<file path="src/rtl/qmm_pkg.sv">
// Shared types, constants and register map of the quad motor mixer.
// Used by the channel interfaces and by every qmm module; no dependencies.
package qmm_pkg;

   // Field widths
   localparam int PULSE_W = 12;
   localparam int CORR_W  = 11;
   localparam int FUNC_W  = 2;
   // Signed width of the X-frame sums: 12-bit throttle plus three 11-bit terms
   localparam int SUM_W   = 14;

   // Operation codes; the unused code acts as a stop
   localparam logic [FUNC_W-1:0] FUNC_MIX    = 2'd0;
   localparam logic [FUNC_W-1:0] FUNC_DIRECT = 2'd1;
   localparam logic [FUNC_W-1:0] FUNC_STOP   = 2'd2;

   // Throttle shaping: floor at BASE_PULSE, excess scaled by 85/100.
   // floor(e*85/100) == (e*SCALE_MUL) >> SCALE_SHIFT for every e below 8192.
   localparam logic [PULSE_W-1:0] BASE_PULSE  = 12'd1000;
   localparam int                 SCALE_SHIFT = 16;
   localparam logic [15:0]        SCALE_MUL   = 16'd55706;
   localparam int                 SCALE_PW    = PULSE_W + 16;

   // Duty conversion defaults
   localparam int DUTY_FULL_DEF = 16383;
   localparam int PERIOD_US_DEF = 20000;

   // Register map (byte address 4*index)
   localparam int ADDR_W = 4;
   localparam int DATA_W = 32;
   localparam logic [1:0] REG_MAX_PULSE  = 2'd0;
   localparam logic [1:0] REG_IDLE_PULSE = 2'd1;
   localparam logic [1:0] REG_OFF_PULSE  = 2'd2;

   localparam logic [PULSE_W-1:0] MAX_PULSE_RST  = 12'd1800;
   localparam logic [PULSE_W-1:0] IDLE_PULSE_RST = 12'd1080;
   localparam logic [PULSE_W-1:0] OFF_PULSE_RST  = 12'd1000;

   // Stages from input to result register
   localparam int PIPE_DEPTH = 8;

   typedef logic [PULSE_W-1:0]       pulse_type;
   typedef pulse_type [3:0]          quad_type;
   typedef logic signed [SUM_W-1:0]  sum_type;
   typedef sum_type [3:0]            sum_quad_type;

   typedef struct packed {
      pulse_type max_pulse;
      pulse_type idle_pulse;
      pulse_type off_pulse;
   } cfg_type;

   typedef struct packed {
      logic signed [CORR_W-1:0] pitch;
      logic signed [CORR_W-1:0] roll;
      logic signed [CORR_W-1:0] yaw;
   } corr_type;

   // Handoff from the sum stage to the desaturation stages
   typedef struct packed {
      logic [FUNC_W-1:0] func;
      quad_type          direct;
      sum_quad_type      sum;
   } sum_stage_type;

endpackage

</file>
<file path="src/rtl/qmm_if.sv">
// Valid/ready channel interfaces for mixer requests and results.
// Depends on qmm_pkg for field widths.
interface qmm_req_if;
   logic                                valid;
   logic                                ready;
   logic [qmm_pkg::FUNC_W-1:0]          func;
   logic [qmm_pkg::PULSE_W-1:0]         throttle_in;
   logic signed [qmm_pkg::CORR_W-1:0]   pitch_corr;
   logic signed [qmm_pkg::CORR_W-1:0]   roll_corr;
   logic signed [qmm_pkg::CORR_W-1:0]   yaw_corr;
   logic [qmm_pkg::PULSE_W-1:0]         direct_a;
   logic [qmm_pkg::PULSE_W-1:0]         direct_b;
   logic [qmm_pkg::PULSE_W-1:0]         direct_c;
   logic [qmm_pkg::PULSE_W-1:0]         direct_d;

   modport source (output valid, func, throttle_in, pitch_corr, roll_corr, yaw_corr,
                   direct_a, direct_b, direct_c, direct_d, input ready);
   modport sink   (input valid, func, throttle_in, pitch_corr, roll_corr, yaw_corr,
                   direct_a, direct_b, direct_c, direct_d, output ready);
endinterface

interface qmm_rsp_if;
   logic                        valid;
   logic                        ready;
   logic [qmm_pkg::PULSE_W-1:0] pulse_a;
   logic [qmm_pkg::PULSE_W-1:0] pulse_b;
   logic [qmm_pkg::PULSE_W-1:0] pulse_c;
   logic [qmm_pkg::PULSE_W-1:0] pulse_d;
   logic [qmm_pkg::PULSE_W-1:0] duty_a;
   logic [qmm_pkg::PULSE_W-1:0] duty_b;
   logic [qmm_pkg::PULSE_W-1:0] duty_c;
   logic [qmm_pkg::PULSE_W-1:0] duty_d;

   modport source (output valid, pulse_a, pulse_b, pulse_c, pulse_d,
                   duty_a, duty_b, duty_c, duty_d, input ready);
   modport sink   (input valid, pulse_a, pulse_b, pulse_c, pulse_d,
                   duty_a, duty_b, duty_c, duty_d, output ready);
endinterface

</file>
<file path="src/rtl/qmm_mix.sv">
// Front of the mixer pipeline: throttle scaling, capping and the four X-frame sums.
// Depends on qmm_pkg and qmm_req_if; feeds qmm_desat.
module qmm_mix (
   input  logic                   clock,
   input  logic                   reset,
   input  qmm_pkg::cfg_type       cfg,
   qmm_req_if.sink                req_if,
   output logic                   sum_valid,
   input  logic                   sum_ready,
   output qmm_pkg::sum_stage_type sum_stage
);

   localparam int SW = qmm_pkg::SUM_W;
   localparam int PW = qmm_pkg::SCALE_PW;

   logic en1, en2, en3;

   // stage 1: floored throttle excess times 0.85 in fixed point
   logic                               v1_ff;
   logic [qmm_pkg::FUNC_W-1:0]         func1_ff;
   logic [PW-1:0]                      prod1_ff, prod1_in;
   qmm_pkg::corr_type                  corr1_ff;
   qmm_pkg::quad_type                  direct1_ff;
   logic [qmm_pkg::PULSE_W-1:0]        excess;

   // stage 2: capped throttle
   logic                               v2_ff;
   logic [qmm_pkg::FUNC_W-1:0]         func2_ff;
   qmm_pkg::pulse_type                 thr2_ff, thr2_in, thr_raw;
   qmm_pkg::corr_type                  corr2_ff;
   qmm_pkg::quad_type                  direct2_ff;

   // stage 3: sums
   logic                               v3_ff;
   qmm_pkg::sum_stage_type             sum3_ff, sum3_in;
   qmm_pkg::sum_type                   t, pc, rc, yc;

   // ready chain: a stage loads when empty or when its successor moves
   assign en3          = !v3_ff || sum_ready;
   assign en2          = !v2_ff || en3;
   assign en1          = !v1_ff || en2;
   assign req_if.ready = en1;

   always_comb begin
      if (req_if.throttle_in < qmm_pkg::BASE_PULSE) begin
         excess = '0;
      end else begin
         excess = req_if.throttle_in - qmm_pkg::BASE_PULSE;
      end
      prod1_in = PW'(excess) * PW'(qmm_pkg::SCALE_MUL);
   end

   always_comb begin
      thr_raw = qmm_pkg::BASE_PULSE
              + prod1_ff[qmm_pkg::SCALE_SHIFT +: qmm_pkg::PULSE_W];
      if (thr_raw > cfg.max_pulse) begin
         thr2_in = cfg.max_pulse;
      end else begin
         thr2_in = thr_raw;
      end
   end

   // X frame: a = T-P+R-Y, b = T+P+R+Y, c = T+P-R-Y, d = T-P-R+Y
   always_comb begin
      t  = $signed({{(SW - qmm_pkg::PULSE_W){1'b0}}, thr2_ff});
      pc = SW'(corr2_ff.pitch);
      rc = SW'(corr2_ff.roll);
      yc = SW'(corr2_ff.yaw);
      sum3_in.func   = func2_ff;
      sum3_in.direct = direct2_ff;
      sum3_in.sum[0] = t - pc + rc - yc;
      sum3_in.sum[1] = t + pc + rc + yc;
      sum3_in.sum[2] = t + pc - rc - yc;
      sum3_in.sum[3] = t - pc - rc + yc;
   end

   // valid bits
   always_ff @(posedge clock) begin
      if (reset) begin
         v1_ff <= 1'b0;
         v2_ff <= 1'b0;
         v3_ff <= 1'b0;
      end else begin
         if (en1) v1_ff <= req_if.valid;
         if (en2) v2_ff <= v1_ff;
         if (en3) v3_ff <= v2_ff;
      end
   end

   // payload
   always_ff @(posedge clock) begin
      if (en1) begin
         func1_ff      <= req_if.func;
         prod1_ff      <= prod1_in;
         corr1_ff      <= '{pitch: req_if.pitch_corr, roll: req_if.roll_corr,
                            yaw: req_if.yaw_corr};
         direct1_ff[0] <= req_if.direct_a;
         direct1_ff[1] <= req_if.direct_b;
         direct1_ff[2] <= req_if.direct_c;
         direct1_ff[3] <= req_if.direct_d;
      end
      if (en2) begin
         func2_ff   <= func1_ff;
         thr2_ff    <= thr2_in;
         corr2_ff   <= corr1_ff;
         direct2_ff <= direct1_ff;
      end
      if (en3) begin
         sum3_ff <= sum3_in;
      end
   end

   assign sum_valid = v3_ff;
   assign sum_stage = sum3_ff;

endmodule

</file>
<file path="src/rtl/qmm_desat.sv">
// Desaturation and clamping: largest sum, excess removal, idle/max clamp, op select.
// Depends on qmm_pkg; sits between qmm_mix and qmm_duty.
module qmm_desat (
   input  logic                   clock,
   input  logic                   reset,
   input  qmm_pkg::cfg_type       cfg,
   input  logic                   sum_valid,
   output logic                   sum_ready,
   input  qmm_pkg::sum_stage_type sum_stage,
   output logic                   pulse_valid,
   input  logic                   pulse_ready,
   output qmm_pkg::quad_type      pulse
);

   localparam int SW = qmm_pkg::SUM_W;

   logic en4, en5, en6;

   // stage 4: sums and their maximum
   logic                   v4_ff;
   qmm_pkg::sum_stage_type s4_ff;
   qmm_pkg::sum_type       top4_ff, top4_in, m01, m23;

   // stage 5: sums after excess removal
   logic                   v5_ff;
   qmm_pkg::sum_stage_type s5_ff, s5_in;
   qmm_pkg::sum_type       max_s, idle_s;

   // stage 6: final pulses
   logic                   v6_ff;
   qmm_pkg::quad_type      p6_ff, p6_in;

   assign en6       = !v6_ff || pulse_ready;
   assign en5       = !v5_ff || en6;
   assign en4       = !v4_ff || en5;
   assign sum_ready = en4;

   assign max_s  = $signed({{(SW - qmm_pkg::PULSE_W){1'b0}}, cfg.max_pulse});
   assign idle_s = $signed({{(SW - qmm_pkg::PULSE_W){1'b0}}, cfg.idle_pulse});

   // two-level max tree
   always_comb begin
      m01     = (sum_stage.sum[1] > sum_stage.sum[0]) ? sum_stage.sum[1] : sum_stage.sum[0];
      m23     = (sum_stage.sum[3] > sum_stage.sum[2]) ? sum_stage.sum[3] : sum_stage.sum[2];
      top4_in = (m23 > m01) ? m23 : m01;
   end

   // shift all four down by the excess of the largest over max
   always_comb begin
      s5_in = s4_ff;
      if (top4_ff > max_s) begin
         for (int k = 0; k < 4; k++) begin
            s5_in.sum[k] = s4_ff.sum[k] - top4_ff + max_s;
         end
      end
   end

   // clamp (lower bound tested first) and op select
   always_comb begin
      for (int k = 0; k < 4; k++) begin
         case (s5_ff.func)
            qmm_pkg::FUNC_MIX: begin
               if (s5_ff.sum[k] < idle_s) begin
                  p6_in[k] = cfg.idle_pulse;
               end else if (s5_ff.sum[k] > max_s) begin
                  p6_in[k] = cfg.max_pulse;
               end else begin
                  p6_in[k] = s5_ff.sum[k][qmm_pkg::PULSE_W-1:0];
               end
            end
            qmm_pkg::FUNC_DIRECT: begin
               p6_in[k] = s5_ff.direct[k];
            end
            default: begin
               p6_in[k] = cfg.off_pulse;
            end
         endcase
      end
   end

   always_ff @(posedge clock) begin
      if (reset) begin
         v4_ff <= 1'b0;
         v5_ff <= 1'b0;
         v6_ff <= 1'b0;
      end else begin
         if (en4) v4_ff <= sum_valid;
         if (en5) v5_ff <= v4_ff;
         if (en6) v6_ff <= v5_ff;
      end
   end

   always_ff @(posedge clock) begin
      if (en4) begin
         s4_ff   <= sum_stage;
         top4_ff <= top4_in;
      end
      if (en5) begin
         s5_ff <= s5_in;
      end
      if (en6) begin
         p6_ff <= p6_in;
      end
   end

   assign pulse_valid = v6_ff;
   assign pulse       = p6_ff;

endmodule

</file>
<file path="src/rtl/qmm_duty.sv">
// Duty conversion pulse*DUTY_FULL/PERIOD_US (floored) and the result register.
// Depends on qmm_pkg and qmm_rsp_if; fed by qmm_desat.
module qmm_duty #(
   parameter int DUTY_FULL = qmm_pkg::DUTY_FULL_DEF,
   parameter int PERIOD_US = qmm_pkg::PERIOD_US_DEF
) (
   input  logic              clock,
   input  logic              reset,
   input  logic              pulse_valid,
   output logic              pulse_ready,
   input  qmm_pkg::quad_type pulse,
   qmm_rsp_if.source         rsp_if
);

   localparam int PW = qmm_pkg::PULSE_W;
   // Reciprocal multiply, exact for any 12-bit pulse
   localparam int          DUTY_SHIFT = PW + $clog2(PERIOD_US);
   localparam logic [63:0] DUTY_MUL   = ((64'(DUTY_FULL) << DUTY_SHIFT)
                                         + 64'(PERIOD_US) - 64'd1) / 64'(PERIOD_US);
   localparam int          MUL_W      = $clog2(DUTY_MUL + 64'd1);
   localparam int          PROD_W     = (PW + MUL_W > DUTY_SHIFT + PW) ?
                                        PW + MUL_W : DUTY_SHIFT + PW;

   logic en7, en8;

   // stage 7: products
   logic                    v7_ff;
   qmm_pkg::quad_type       p7_ff;
   logic [3:0][PROD_W-1:0]  prod7_ff, prod7_in;

   // stage 8: result register
   logic                    v8_ff;
   qmm_pkg::quad_type       p8_ff, d8_ff, d8_in;

   assign en8         = !v8_ff || rsp_if.ready;
   assign en7         = !v7_ff || en8;
   assign pulse_ready = en7;

   always_comb begin
      for (int k = 0; k < 4; k++) begin
         prod7_in[k] = PROD_W'(pulse[k]) * PROD_W'(DUTY_MUL);
         d8_in[k]    = prod7_ff[k][DUTY_SHIFT +: PW];
      end
   end

   always_ff @(posedge clock) begin
      if (reset) begin
         v7_ff <= 1'b0;
         v8_ff <= 1'b0;
      end else begin
         if (en7) v7_ff <= pulse_valid;
         if (en8) v8_ff <= v7_ff;
      end
   end

   always_ff @(posedge clock) begin
      if (en7) begin
         p7_ff    <= pulse;
         prod7_ff <= prod7_in;
      end
      if (en8) begin
         p8_ff <= p7_ff;
         d8_ff <= d8_in;
      end
   end

   assign rsp_if.valid   = v8_ff;
   assign rsp_if.pulse_a = p8_ff[0];
   assign rsp_if.pulse_b = p8_ff[1];
   assign rsp_if.pulse_c = p8_ff[2];
   assign rsp_if.pulse_d = p8_ff[3];
   assign rsp_if.duty_a  = d8_ff[0];
   assign rsp_if.duty_b  = d8_ff[1];
   assign rsp_if.duty_c  = d8_ff[2];
   assign rsp_if.duty_d  = d8_ff[3];

endmodule

</file>
<file path="src/rtl/quad_motor_mixer.sv">
// Quadcopter X-frame motor mixer, pipeline top level with register port.
// Depends on qmm_pkg, qmm_if, qmm_mix, qmm_desat and qmm_duty.
//
// Each request (mix, direct write or stop) yields one result of four motor
// pulses and four duty counts. The block is an eight-stage pipeline that takes
// one request per clock unless stalls from the result side have filled it.
// Stalls from the result side back up stage by stage, so empty stages still
// fill while the output waits. The stages are the throttle-scaling multiply,
// the throttle cap, the X-frame sums, the max tree, the excess removal, the
// clamp, the duty multiply and the result register, one stage each.
// Registers: max_pulse at 0x0, idle_pulse at 0x4, off_pulse at 0x8, 12 bits
// each; write them only while no request is in flight.
module quad_motor_mixer #(
   parameter int DUTY_FULL = qmm_pkg::DUTY_FULL_DEF,
   parameter int PERIOD_US = qmm_pkg::PERIOD_US_DEF
) (
   input  logic                       clock,
   input  logic                       reset,
   qmm_req_if.sink                    req_if,
   qmm_rsp_if.source                  rsp_if,
   input  logic                       csr_psel,
   input  logic                       csr_penable,
   input  logic                       csr_pwrite,
   input  logic [qmm_pkg::ADDR_W-1:0] csr_paddr,
   input  logic [qmm_pkg::DATA_W-1:0] csr_pwdata,
   output logic [qmm_pkg::DATA_W-1:0] csr_prdata,
   output logic                       csr_pready
);

   qmm_pkg::cfg_type       cfg_ff;
   logic                   csr_wr;
   logic [1:0]             csr_idx;

   logic                   sum_valid, sum_ready;
   qmm_pkg::sum_stage_type sum_stage;
   logic                   pulse_valid, pulse_ready;
   qmm_pkg::quad_type      pulse;

   // requests in flight, for checking only
   logic [3:0]             inflight_ff, inflight_in;
   logic                   req_acc, rsp_acc;

   // register port
   assign csr_pready = 1'b1;
   assign csr_wr     = csr_psel && csr_penable && csr_pwrite;
   assign csr_idx    = csr_paddr[3:2];

   always_ff @(posedge clock) begin
      if (reset) begin
         cfg_ff.max_pulse  <= qmm_pkg::MAX_PULSE_RST;
         cfg_ff.idle_pulse <= qmm_pkg::IDLE_PULSE_RST;
         cfg_ff.off_pulse  <= qmm_pkg::OFF_PULSE_RST;
      end else if (csr_wr) begin
         case (csr_idx)
            qmm_pkg::REG_MAX_PULSE:  cfg_ff.max_pulse  <= csr_pwdata[qmm_pkg::PULSE_W-1:0];
            qmm_pkg::REG_IDLE_PULSE: cfg_ff.idle_pulse <= csr_pwdata[qmm_pkg::PULSE_W-1:0];
            qmm_pkg::REG_OFF_PULSE:  cfg_ff.off_pulse  <= csr_pwdata[qmm_pkg::PULSE_W-1:0];
            default: begin
            end
         endcase
      end
   end

   always_comb begin
      case (csr_idx)
         qmm_pkg::REG_MAX_PULSE:  csr_prdata = qmm_pkg::DATA_W'(cfg_ff.max_pulse);
         qmm_pkg::REG_IDLE_PULSE: csr_prdata = qmm_pkg::DATA_W'(cfg_ff.idle_pulse);
         qmm_pkg::REG_OFF_PULSE:  csr_prdata = qmm_pkg::DATA_W'(cfg_ff.off_pulse);
         default:                 csr_prdata = '0;
      endcase
   end

   // pipeline
   qmm_mix u_mix (
      .clock     (clock),
      .reset     (reset),
      .cfg       (cfg_ff),
      .req_if    (req_if),
      .sum_valid (sum_valid),
      .sum_ready (sum_ready),
      .sum_stage (sum_stage)
   );

   qmm_desat u_desat (
      .clock       (clock),
      .reset       (reset),
      .cfg         (cfg_ff),
      .sum_valid   (sum_valid),
      .sum_ready   (sum_ready),
      .sum_stage   (sum_stage),
      .pulse_valid (pulse_valid),
      .pulse_ready (pulse_ready),
      .pulse       (pulse)
   );

   qmm_duty #(
      .DUTY_FULL (DUTY_FULL),
      .PERIOD_US (PERIOD_US)
   ) u_duty (
      .clock       (clock),
      .reset       (reset),
      .pulse_valid (pulse_valid),
      .pulse_ready (pulse_ready),
      .pulse       (pulse),
      .rsp_if      (rsp_if)
   );

   // occupancy tracking
   assign req_acc     = req_if.valid && req_if.ready;
   assign rsp_acc     = rsp_if.valid && rsp_if.ready;
   assign inflight_in = inflight_ff + 4'(req_acc) - 4'(rsp_acc);

   always_ff @(posedge clock) begin
      if (reset) begin
         inflight_ff <= '0;
      end else begin
         inflight_ff <= inflight_in;
      end
   end

   // a free output must open the whole ready chain
   a_ready_chain: assert property (@(posedge clock) disable iff (reset)
      rsp_if.ready |-> req_if.ready)
      else $error("request side stalled while result side is ready");

   // never more requests in flight than pipeline stages
   a_occupancy: assert property (@(posedge clock) disable iff (reset)
      inflight_ff <= 4'(qmm_pkg::PIPE_DEPTH))
      else $error("pipeline holds more requests than stages");

   // no result without an outstanding request
   a_no_phantom: assert property (@(posedge clock) disable iff (reset)
      (inflight_ff == 4'd0) |-> !rsp_if.valid)
      else $error("result presented with no request in flight");

   // reset empties the pipeline
   a_reset_empty: assert property (@(posedge clock)
      reset |=> !rsp_if.valid)
      else $error("result valid right after reset");

endmodule
</file>
<file path="src/flat_wrapper.sv">
// flat-port wrapper written by rule: the top's interface ports become plain ports
module quad_motor_mixer_flat 
#(
   parameter int DUTY_FULL = qmm_pkg::DUTY_FULL_DEF,
   parameter int PERIOD_US = qmm_pkg::PERIOD_US_DEF
)
  (clock, reset, csr_psel, csr_penable, csr_pwrite, csr_paddr, csr_pwdata, csr_prdata, csr_pready, req_if_valid, req_if_func, req_if_throttle_in, req_if_pitch_corr, req_if_roll_corr, req_if_yaw_corr, req_if_direct_a, req_if_direct_b, req_if_direct_c, req_if_direct_d, req_if_ready, rsp_if_valid, rsp_if_pulse_a, rsp_if_pulse_b, rsp_if_pulse_c, rsp_if_pulse_d, rsp_if_duty_a, rsp_if_duty_b, rsp_if_duty_c, rsp_if_duty_d, rsp_if_ready);
  qmm_req_if req_if_i ();
  qmm_rsp_if rsp_if_i ();
  input  logic clock;
  input  logic reset;
  input  logic csr_psel;
  input  logic csr_penable;
  input  logic csr_pwrite;
  input  logic [qmm_pkg::ADDR_W-1:0] csr_paddr;
  input  logic [qmm_pkg::DATA_W-1:0] csr_pwdata;
  output logic [qmm_pkg::DATA_W-1:0] csr_prdata;
  output logic csr_pready;
  input wire logic [$bits(req_if_i.valid)-1:0] req_if_valid;
  input wire logic [$bits(req_if_i.func)-1:0] req_if_func;
  input wire logic [$bits(req_if_i.throttle_in)-1:0] req_if_throttle_in;
  input wire logic [$bits(req_if_i.pitch_corr)-1:0] req_if_pitch_corr;
  input wire logic [$bits(req_if_i.roll_corr)-1:0] req_if_roll_corr;
  input wire logic [$bits(req_if_i.yaw_corr)-1:0] req_if_yaw_corr;
  input wire logic [$bits(req_if_i.direct_a)-1:0] req_if_direct_a;
  input wire logic [$bits(req_if_i.direct_b)-1:0] req_if_direct_b;
  input wire logic [$bits(req_if_i.direct_c)-1:0] req_if_direct_c;
  input wire logic [$bits(req_if_i.direct_d)-1:0] req_if_direct_d;
  output wire logic [$bits(req_if_i.ready)-1:0] req_if_ready;
  output wire logic [$bits(rsp_if_i.valid)-1:0] rsp_if_valid;
  output wire logic [$bits(rsp_if_i.pulse_a)-1:0] rsp_if_pulse_a;
  output wire logic [$bits(rsp_if_i.pulse_b)-1:0] rsp_if_pulse_b;
  output wire logic [$bits(rsp_if_i.pulse_c)-1:0] rsp_if_pulse_c;
  output wire logic [$bits(rsp_if_i.pulse_d)-1:0] rsp_if_pulse_d;
  output wire logic [$bits(rsp_if_i.duty_a)-1:0] rsp_if_duty_a;
  output wire logic [$bits(rsp_if_i.duty_b)-1:0] rsp_if_duty_b;
  output wire logic [$bits(rsp_if_i.duty_c)-1:0] rsp_if_duty_c;
  output wire logic [$bits(rsp_if_i.duty_d)-1:0] rsp_if_duty_d;
  input wire logic [$bits(rsp_if_i.ready)-1:0] rsp_if_ready;
  assign req_if_i.valid = req_if_valid;
  assign req_if_i.func = req_if_func;
  assign req_if_i.throttle_in = req_if_throttle_in;
  assign req_if_i.pitch_corr = req_if_pitch_corr;
  assign req_if_i.roll_corr = req_if_roll_corr;
  assign req_if_i.yaw_corr = req_if_yaw_corr;
  assign req_if_i.direct_a = req_if_direct_a;
  assign req_if_i.direct_b = req_if_direct_b;
  assign req_if_i.direct_c = req_if_direct_c;
  assign req_if_i.direct_d = req_if_direct_d;
  assign req_if_ready = req_if_i.ready;
  assign rsp_if_valid = rsp_if_i.valid;
  assign rsp_if_pulse_a = rsp_if_i.pulse_a;
  assign rsp_if_pulse_b = rsp_if_i.pulse_b;
  assign rsp_if_pulse_c = rsp_if_i.pulse_c;
  assign rsp_if_pulse_d = rsp_if_i.pulse_d;
  assign rsp_if_duty_a = rsp_if_i.duty_a;
  assign rsp_if_duty_b = rsp_if_i.duty_b;
  assign rsp_if_duty_c = rsp_if_i.duty_c;
  assign rsp_if_duty_d = rsp_if_i.duty_d;
  assign rsp_if_i.ready = rsp_if_ready;
  quad_motor_mixer #(.DUTY_FULL(DUTY_FULL), .PERIOD_US(PERIOD_US)) u_core (.clock(clock), .reset(reset), .req_if(req_if_i), .rsp_if(rsp_if_i), .csr_psel(csr_psel), .csr_penable(csr_penable), .csr_pwrite(csr_pwrite), .csr_paddr(csr_paddr), .csr_pwdata(csr_pwdata), .csr_prdata(csr_prdata), .csr_pready(csr_pready));
endmodule
</file>
<file path="config.mk">
export PLATFORM = sky130hd
export DESIGN_NAME = quad_motor_mixer_flat
export DESIGN_NICKNAME = d
export VERILOG_FILES = /design/src/rtl/qmm_pkg.sv /design/src/rtl/qmm_if.sv /design/src/rtl/qmm_mix.sv /design/src/rtl/qmm_desat.sv /design/src/rtl/qmm_duty.sv /design/src/rtl/quad_motor_mixer.sv /design/src/flat_wrapper.sv
export SDC_FILE = /design/constraint.sdc
export NUM_CORES = 2
export LEC_CHECK = 0
export ABC_CLOCK_PERIOD_IN_PS = 37000
export BUFFER_PORTS_ARGS = -buffer_cell sky130_fd_sc_hd__buf_2
export CAP_MARGIN = 10
export CORE_MARGIN = 4
export CORE_UTILIZATION = 45
export DETAILED_ROUTE_END_ITERATION = 6
export PLACE_DENSITY = 0.65
export SLEW_MARGIN = 20
export SYNTH_ARGS = -nofsm -noshare
export SYNTH_HDL_FRONTEND = slang
export SYNTH_HIERARCHICAL = 1
export SYNTH_SLANG_ARGS = --single-unit
</file>
<file path="constraint.sdc">
create_clock -name clock -period 37 [get_ports clock]
set_clock_uncertainty 0.2 [all_clocks]
set_input_delay 7.4 -clock clock [delete_from_list [all_inputs] [get_ports clock]]
set_output_delay 7.4 -clock clock [all_outputs]
set_load 0.01 [all_outputs]
</file>
* Word level (Yosys, flattened, before mapping)
Cells that the tools add are included.
** Word-level totals
- Bits in registers :: 921
- Latch bits :: 0
- Memory bits (writable) :: 0
- ROM bits :: 0
- Input bits :: 138
- Output and inout bits :: 131
- Memories kept :: 0
** Operators by class
- $add $sub $neg :: 20
- Multipliers :: 5
- Div/mod/pow operators :: 0
- Magnitude comparators :: 14
- Eq/ne operators :: 3
- Shift-type cells :: 0
- Mux-type cells :: 19
- Bitwise logic cells :: 0
- Reduce and logical (&&, ||, !) cells :: 23
** Operator list (number)
- $mul A12 B25 Y37 const B :: 4
- $mux W12 :: 10
- $pmux W12 S2 :: 4
- $gt A14 B13 Y1 :: 5
- $add A14 B11 Y14 :: 4
- $add A14 B13 Y14 :: 4
- $lt A14 B13 Y1 :: 4
- $mux W56 :: 1
- $sub A14 B11 Y14 :: 4
- $sub A14 B14 Y14 :: 4
- $gt A14 B14 Y1 :: 3
- $mux W14 :: 3
- $pmux W12 S3 :: 1
- $mul A12 B15 Y27 const B :: 1
- $add A13 B11 Y14 :: 1
- $sub A13 B11 Y14 :: 1
- $add A10 B12 Y12 const A :: 1
- $gt A12 B12 Y1 :: 1
- $lt A12 B10 Y1 const B :: 1
- $sub A12 B10 Y12 const B :: 1
- $logic_not A1 Y1 :: 8
- $logic_or A1 B1 Y1 :: 8
- $reduce_and A2 Y1 :: 3
- $eq A2 B1 Y1 const B :: 2
- 3 further kinds :: 5

* Longest topological paths before layout
- Depth in word-level cells :: 9
- Gate-level depth with buffers :: 24
- Depth with buffers taken out :: 24

* By module
The synthesis kept the hierarchy.
** Modules (own cells, without submodules)
- qmm_duty :: instances 1, cells an instance 1882, area each 22160.0 um2, seq. area each 5805.6 um2
- qmm_desat :: instances 1, cells an instance 1623, area each 18315.1 um2, seq. area each 8287.9 um2
- qmm_mix :: instances 1, cells an instance 1331, area each 17516.8 um2, seq. area each 8948.6 um2
- quad_motor_mixer :: instances 1, cells an instance 207, area each 1896.8 um2, seq. area each 720.7 um2

* Least setup slack after synthesis
Ideal clock, no wire load.
- Kind :: input port to output port
- From :: input port rsp_if_ready
- To :: output port req_if_ready
- Arrival :: 15238 ps
- Required time :: 29400 ps
- Path slack :: 14162 ps
- Stages :: 8
- Path buffers :: 0
- Cells stage by stage :: nor2b_1 > nand2_1 > nor2b_1 > and2_1 > nand2_1 > nor2b_1 > and2_1 > nand2_1
** Between the ends
- Longest elaborated chain between the ends :: 8
** RTL lines
- from (decl) :: line flat_wrapper.sv:39 : input wire logic [$bits(rsp_if_i.ready)-1:0] rsp_if_ready;
- $logic_or A1 B1 Y1 :: line qmm_duty.sv:35 : assign en8 = !v8_ff || rsp_if.ready;
- $logic_or A1 B1 Y1 :: line qmm_duty.sv:36 : assign en7 = !v7_ff || en8;
- net u_core.pulse_ready :: line quad_motor_mixer.sv:36 : logic pulse_valid, pulse_ready;
- $logic_or A1 B1 Y1 :: line qmm_desat.sv:33 : assign en6 = !v6_ff || pulse_ready;
- $logic_or A1 B1 Y1 :: line qmm_desat.sv:34 : assign en5 = !v5_ff || en6;
- $logic_or A1 B1 Y1 :: line qmm_desat.sv:35 : assign en4 = !v4_ff || en5;
- net u_core.sum_ready :: line quad_motor_mixer.sv:34 : logic sum_valid, sum_ready;
- $logic_or A1 B1 Y1 :: line qmm_mix.sv:39 : assign en3 = !v3_ff || sum_ready;
- $logic_or A1 B1 Y1 :: line qmm_mix.sv:40 : assign en2 = !v2_ff || en3;
- $logic_or A1 B1 Y1 :: line qmm_mix.sv:41 : assign en1 = !v1_ff || en2;
- to (decl) :: line flat_wrapper.sv:29 : output wire logic [$bits(req_if_i.ready)-1:0] req_if_ready;
The timed path passes the listed nets, and every way through them passes these cells.

* Worst setup path after layout
Same ends and word-level chain as after synthesis.

==> metrics.md <==
| Metric | Value |
|---|---|
| Status | completed |
| Asr flop ratio synth | 0% |
| Post_cts resized | 0 |
| CP required | about 29 ns |
| Area Overhead vs Synth | 10.1% |
| Place WS | about 19 ns |
| Clock transition at path regs | 0.06 ns |
| Crit end category | output port |
| Max-slew violation count | 0 |
| CTS Sinks | around 810 |
| Crit path kind | in -> out |
| Clock Path Buffers | 3 |
| Total congestion overflow | 0 |
| CTS tree | yes |
| Most common cell in the synthesized netlist | inv_1 |
| Worst hold path cell count | 0 |
| Max_slew headroom | 20.8% |
| Hold Crit Class | reg -> reg |
| DP Cell Count | 6,980 |
| Synth area leaders | edfxtp_1 38%, ha_1 17%, fa_1 16% |
| Worst-Margin Slew | ~1.2 ns |
| Initial core utilization | 45.4% |
| Tmin final | roughly 18 ns |
| Num CTS Buffers | 85 |
| Syn Area/Cell | between 10 and 15 µm² |
| Final WL | around 140 mm |
| Via/cell ratio | about 5.3 |
| Yosys warns | 6 |
| Final ANT Viol Nets | 0 |
| Vias | between 30,000 and 40,000 |
| Die ar. | about 140,000 µm² |
| Post-synthesis sequential area ratio | between 30% and 40% |
| GRT Total Usage | around a fifth |
| Gp weighted congestion | about 0.96 |
| Die Width | 373 µm |
| Root Driver | clkbuf_16 |
| Core ar. | approximately 130,000 µm² |
| Crit path launch type | input port |
| Syn Inst Count | approximately 5,000 |
| Nets@finish | 6,725 |
| Layout cells sized above 1 | 8.76% |
| Most frequent cells after synthesis | 982 x inv_1, 795 x ha_1, 762 x edfxtp_1 |
| Placement Cell Area | about 63,000 µm² |
| # fillers | about 12,000 |
| Hold endpoint | u_core/u_desat/s4_ff[99] |
| Cell area after layout | about 66,000 µm² |
| Reg-to-reg startpoint | u_core/u_desat/pulse[10] |
| R2R Setup Slk | between 30 and 40 ns |
| Top-Level Pins | 269 |
| DRC violation count after routing | 0 |
| H-tree depth | 3 |
| Initial antenna violation count | 7 |
| Most used DFF post-synth | edfxtp_1 |
| Drt initial violations | ~2,800 |
| Yosys reg bits | between 800 and 900 |
| CTS hold repair buffers | 0 |
| Register-to-Register Path Depth | 20 |
| Worst r2r dst | u_core/u_duty/d8_in[7] |
| Final setup vio count | 0 |
| Setup_tns | 0 ns |
| Hpwl dp | 116 mm |
| Vias in the first global route | between 30,000 and 40,000 |
| Setup Fix Bufs, Post-CTS | 0 |
| DR WL/cell | just over 20 µm |
| Fin. Hold Viols | 0 |
| Top-area cell type share of the netlist area | a little under two fifths |
| Worst-Skew Late Latency | ~0.7 ns |
| Worst path arrival time | 10.67 ns |
| First-pass detailed-route iteration total | 7 |
| Global-route wire length before repair | between 200 and 250 mm |
| Critical path fanouts, max | 43 |
| Peak Freq | between 50 and 60 MHz |
| Die Span Y | ~370 µm |
| Largest net degree at the start of global routing | 80 |
| Total of max-cap violations | 0 |
| Final non-filler cell total | 7,136 |
| Synth cell types | 96 |
| IO Port Bufs | 225 |
| Post-synth EDFFs | around 760 |
| Post-route setup slack | 18.73 ns |
| Mapped cell area | 59,900 µm² |
| Worst Hold Launch | u_core/u_mix/sum_stage[99] |
| Ratio of final minimum period to clock period | around half |
| Area leader, netlist | edfxtp_1 |
| Unrepaired setup endpoints after global routing | no |
| # rows | 133 |
## worst max path at each step
stage          slack [ns]          from  depth (start not counted)      endpoint
2_1_floorplan       14.16  rsp_if_ready                          8  req_if_ready
3_3_place_gp        18.72  rsp_if_ready                         10  req_if_ready
3_5_place_dp        18.64  rsp_if_ready                         10  req_if_ready
4_1_cts             18.63  rsp_if_ready                         10  req_if_ready
5_1_grt             18.38  rsp_if_ready                         10  req_if_ready
6_report            18.73  rsp_if_ready                         10  req_if_ready
## layout by cell type (no fill, tap or decap), types with 57 or more instances in the layout
cell,instances
xnor2_1,118
edfxtp_1,762
nand2_1,149
inv_1,977
a21o_1,79
o21ai_0,165
ha_1,795
mux2i_1,134
clkbuf_16,86
xor2_1,57
fa_1,480
buf_2,225
nand2b_1,63
a21oi_1,207
nor2_1,205
## final cells by class
| class | count | area (µm²) | share of cell area (%) |
|---|---|---|---|
| sequential | 806 | 23800 | 36.1 |
| inverter | 983 | 3700 | 5.62 |
| antenna | 5 | 12.5 | 0.0190 |
| timing repair buffer | 250 | 1310 | 1.99 |
| clock inverter | 52 | 606 | 0.919 |
| clock buffer | 99 | 2220 | 3.37 |
| multi-input combinational | 3186 | 32100 | 48.7 |
| tap | 1755 | 2200 | 3.33 |
## registers in the layout, indices dropped and copies added, names as in the netlist, 14 cells and up
register,count
u_core/u_desat/s4_ff,106
u_core/u_duty/p7_ff,48
u_core/u_mix/sum_stage,106
u_core/u_desat/pulse,48
u_core/u_mix/corr1_ff,33
u_core/u_desat/top4_ff,14
u_core/u_duty/d8_in,48
u_core/u_mix/corr2_ff,33
u_core/u_desat/s5_ff,106
u_core/cfg_ff,36
u_core/u_mix/direct1_ff,48
u_core/u_mix/direct2_ff,48
## kinds of logic after synthesis
kind of cell             synth area share (%)
AO/OA/AOI/OAI                            9.14
XOR/XNOR                                 2.56
adder cells (fa/ha/maj)                  32.7
buffers and inverters                    6.94
flip-flops                               39.7
multiplexers                             2.84
other                                  0.0125
AND/OR/NAND/NOR                          6.18
## worst max-delay path: stages
cell	delay (ns)
buf_2	0.11
nor2b_1	0.40
nand2_4	0.37
nor2b_1	0.35
and2_1	0.33
nand2_4	0.36
nor2b_1	0.40
and2_1	0.33
nand2_4	0.29
buf_2	0.27
## routing by layer
layer	track usage (%)	vias up	wire (µm)
li1	-	18000	-
met1	28.5	18700	63500
met2	34.1	1072	67800
met3	3.29	261	8110
met4	7.12	4	5180
met5	0	-	27
## per-stage QoR
step                hold slack [ns]  util [%]
floorplan                     0.200         -
global placement              0.201      47.8
detailed placement            0.205      47.8
CTS                           0.199      50.0
global route                  0.219      50.0
finish                        0.198      50.0
Power is left out: the tool's default activity adds up to more than one toggle a clock period on the data nets, which glitch-free logic cannot reach.
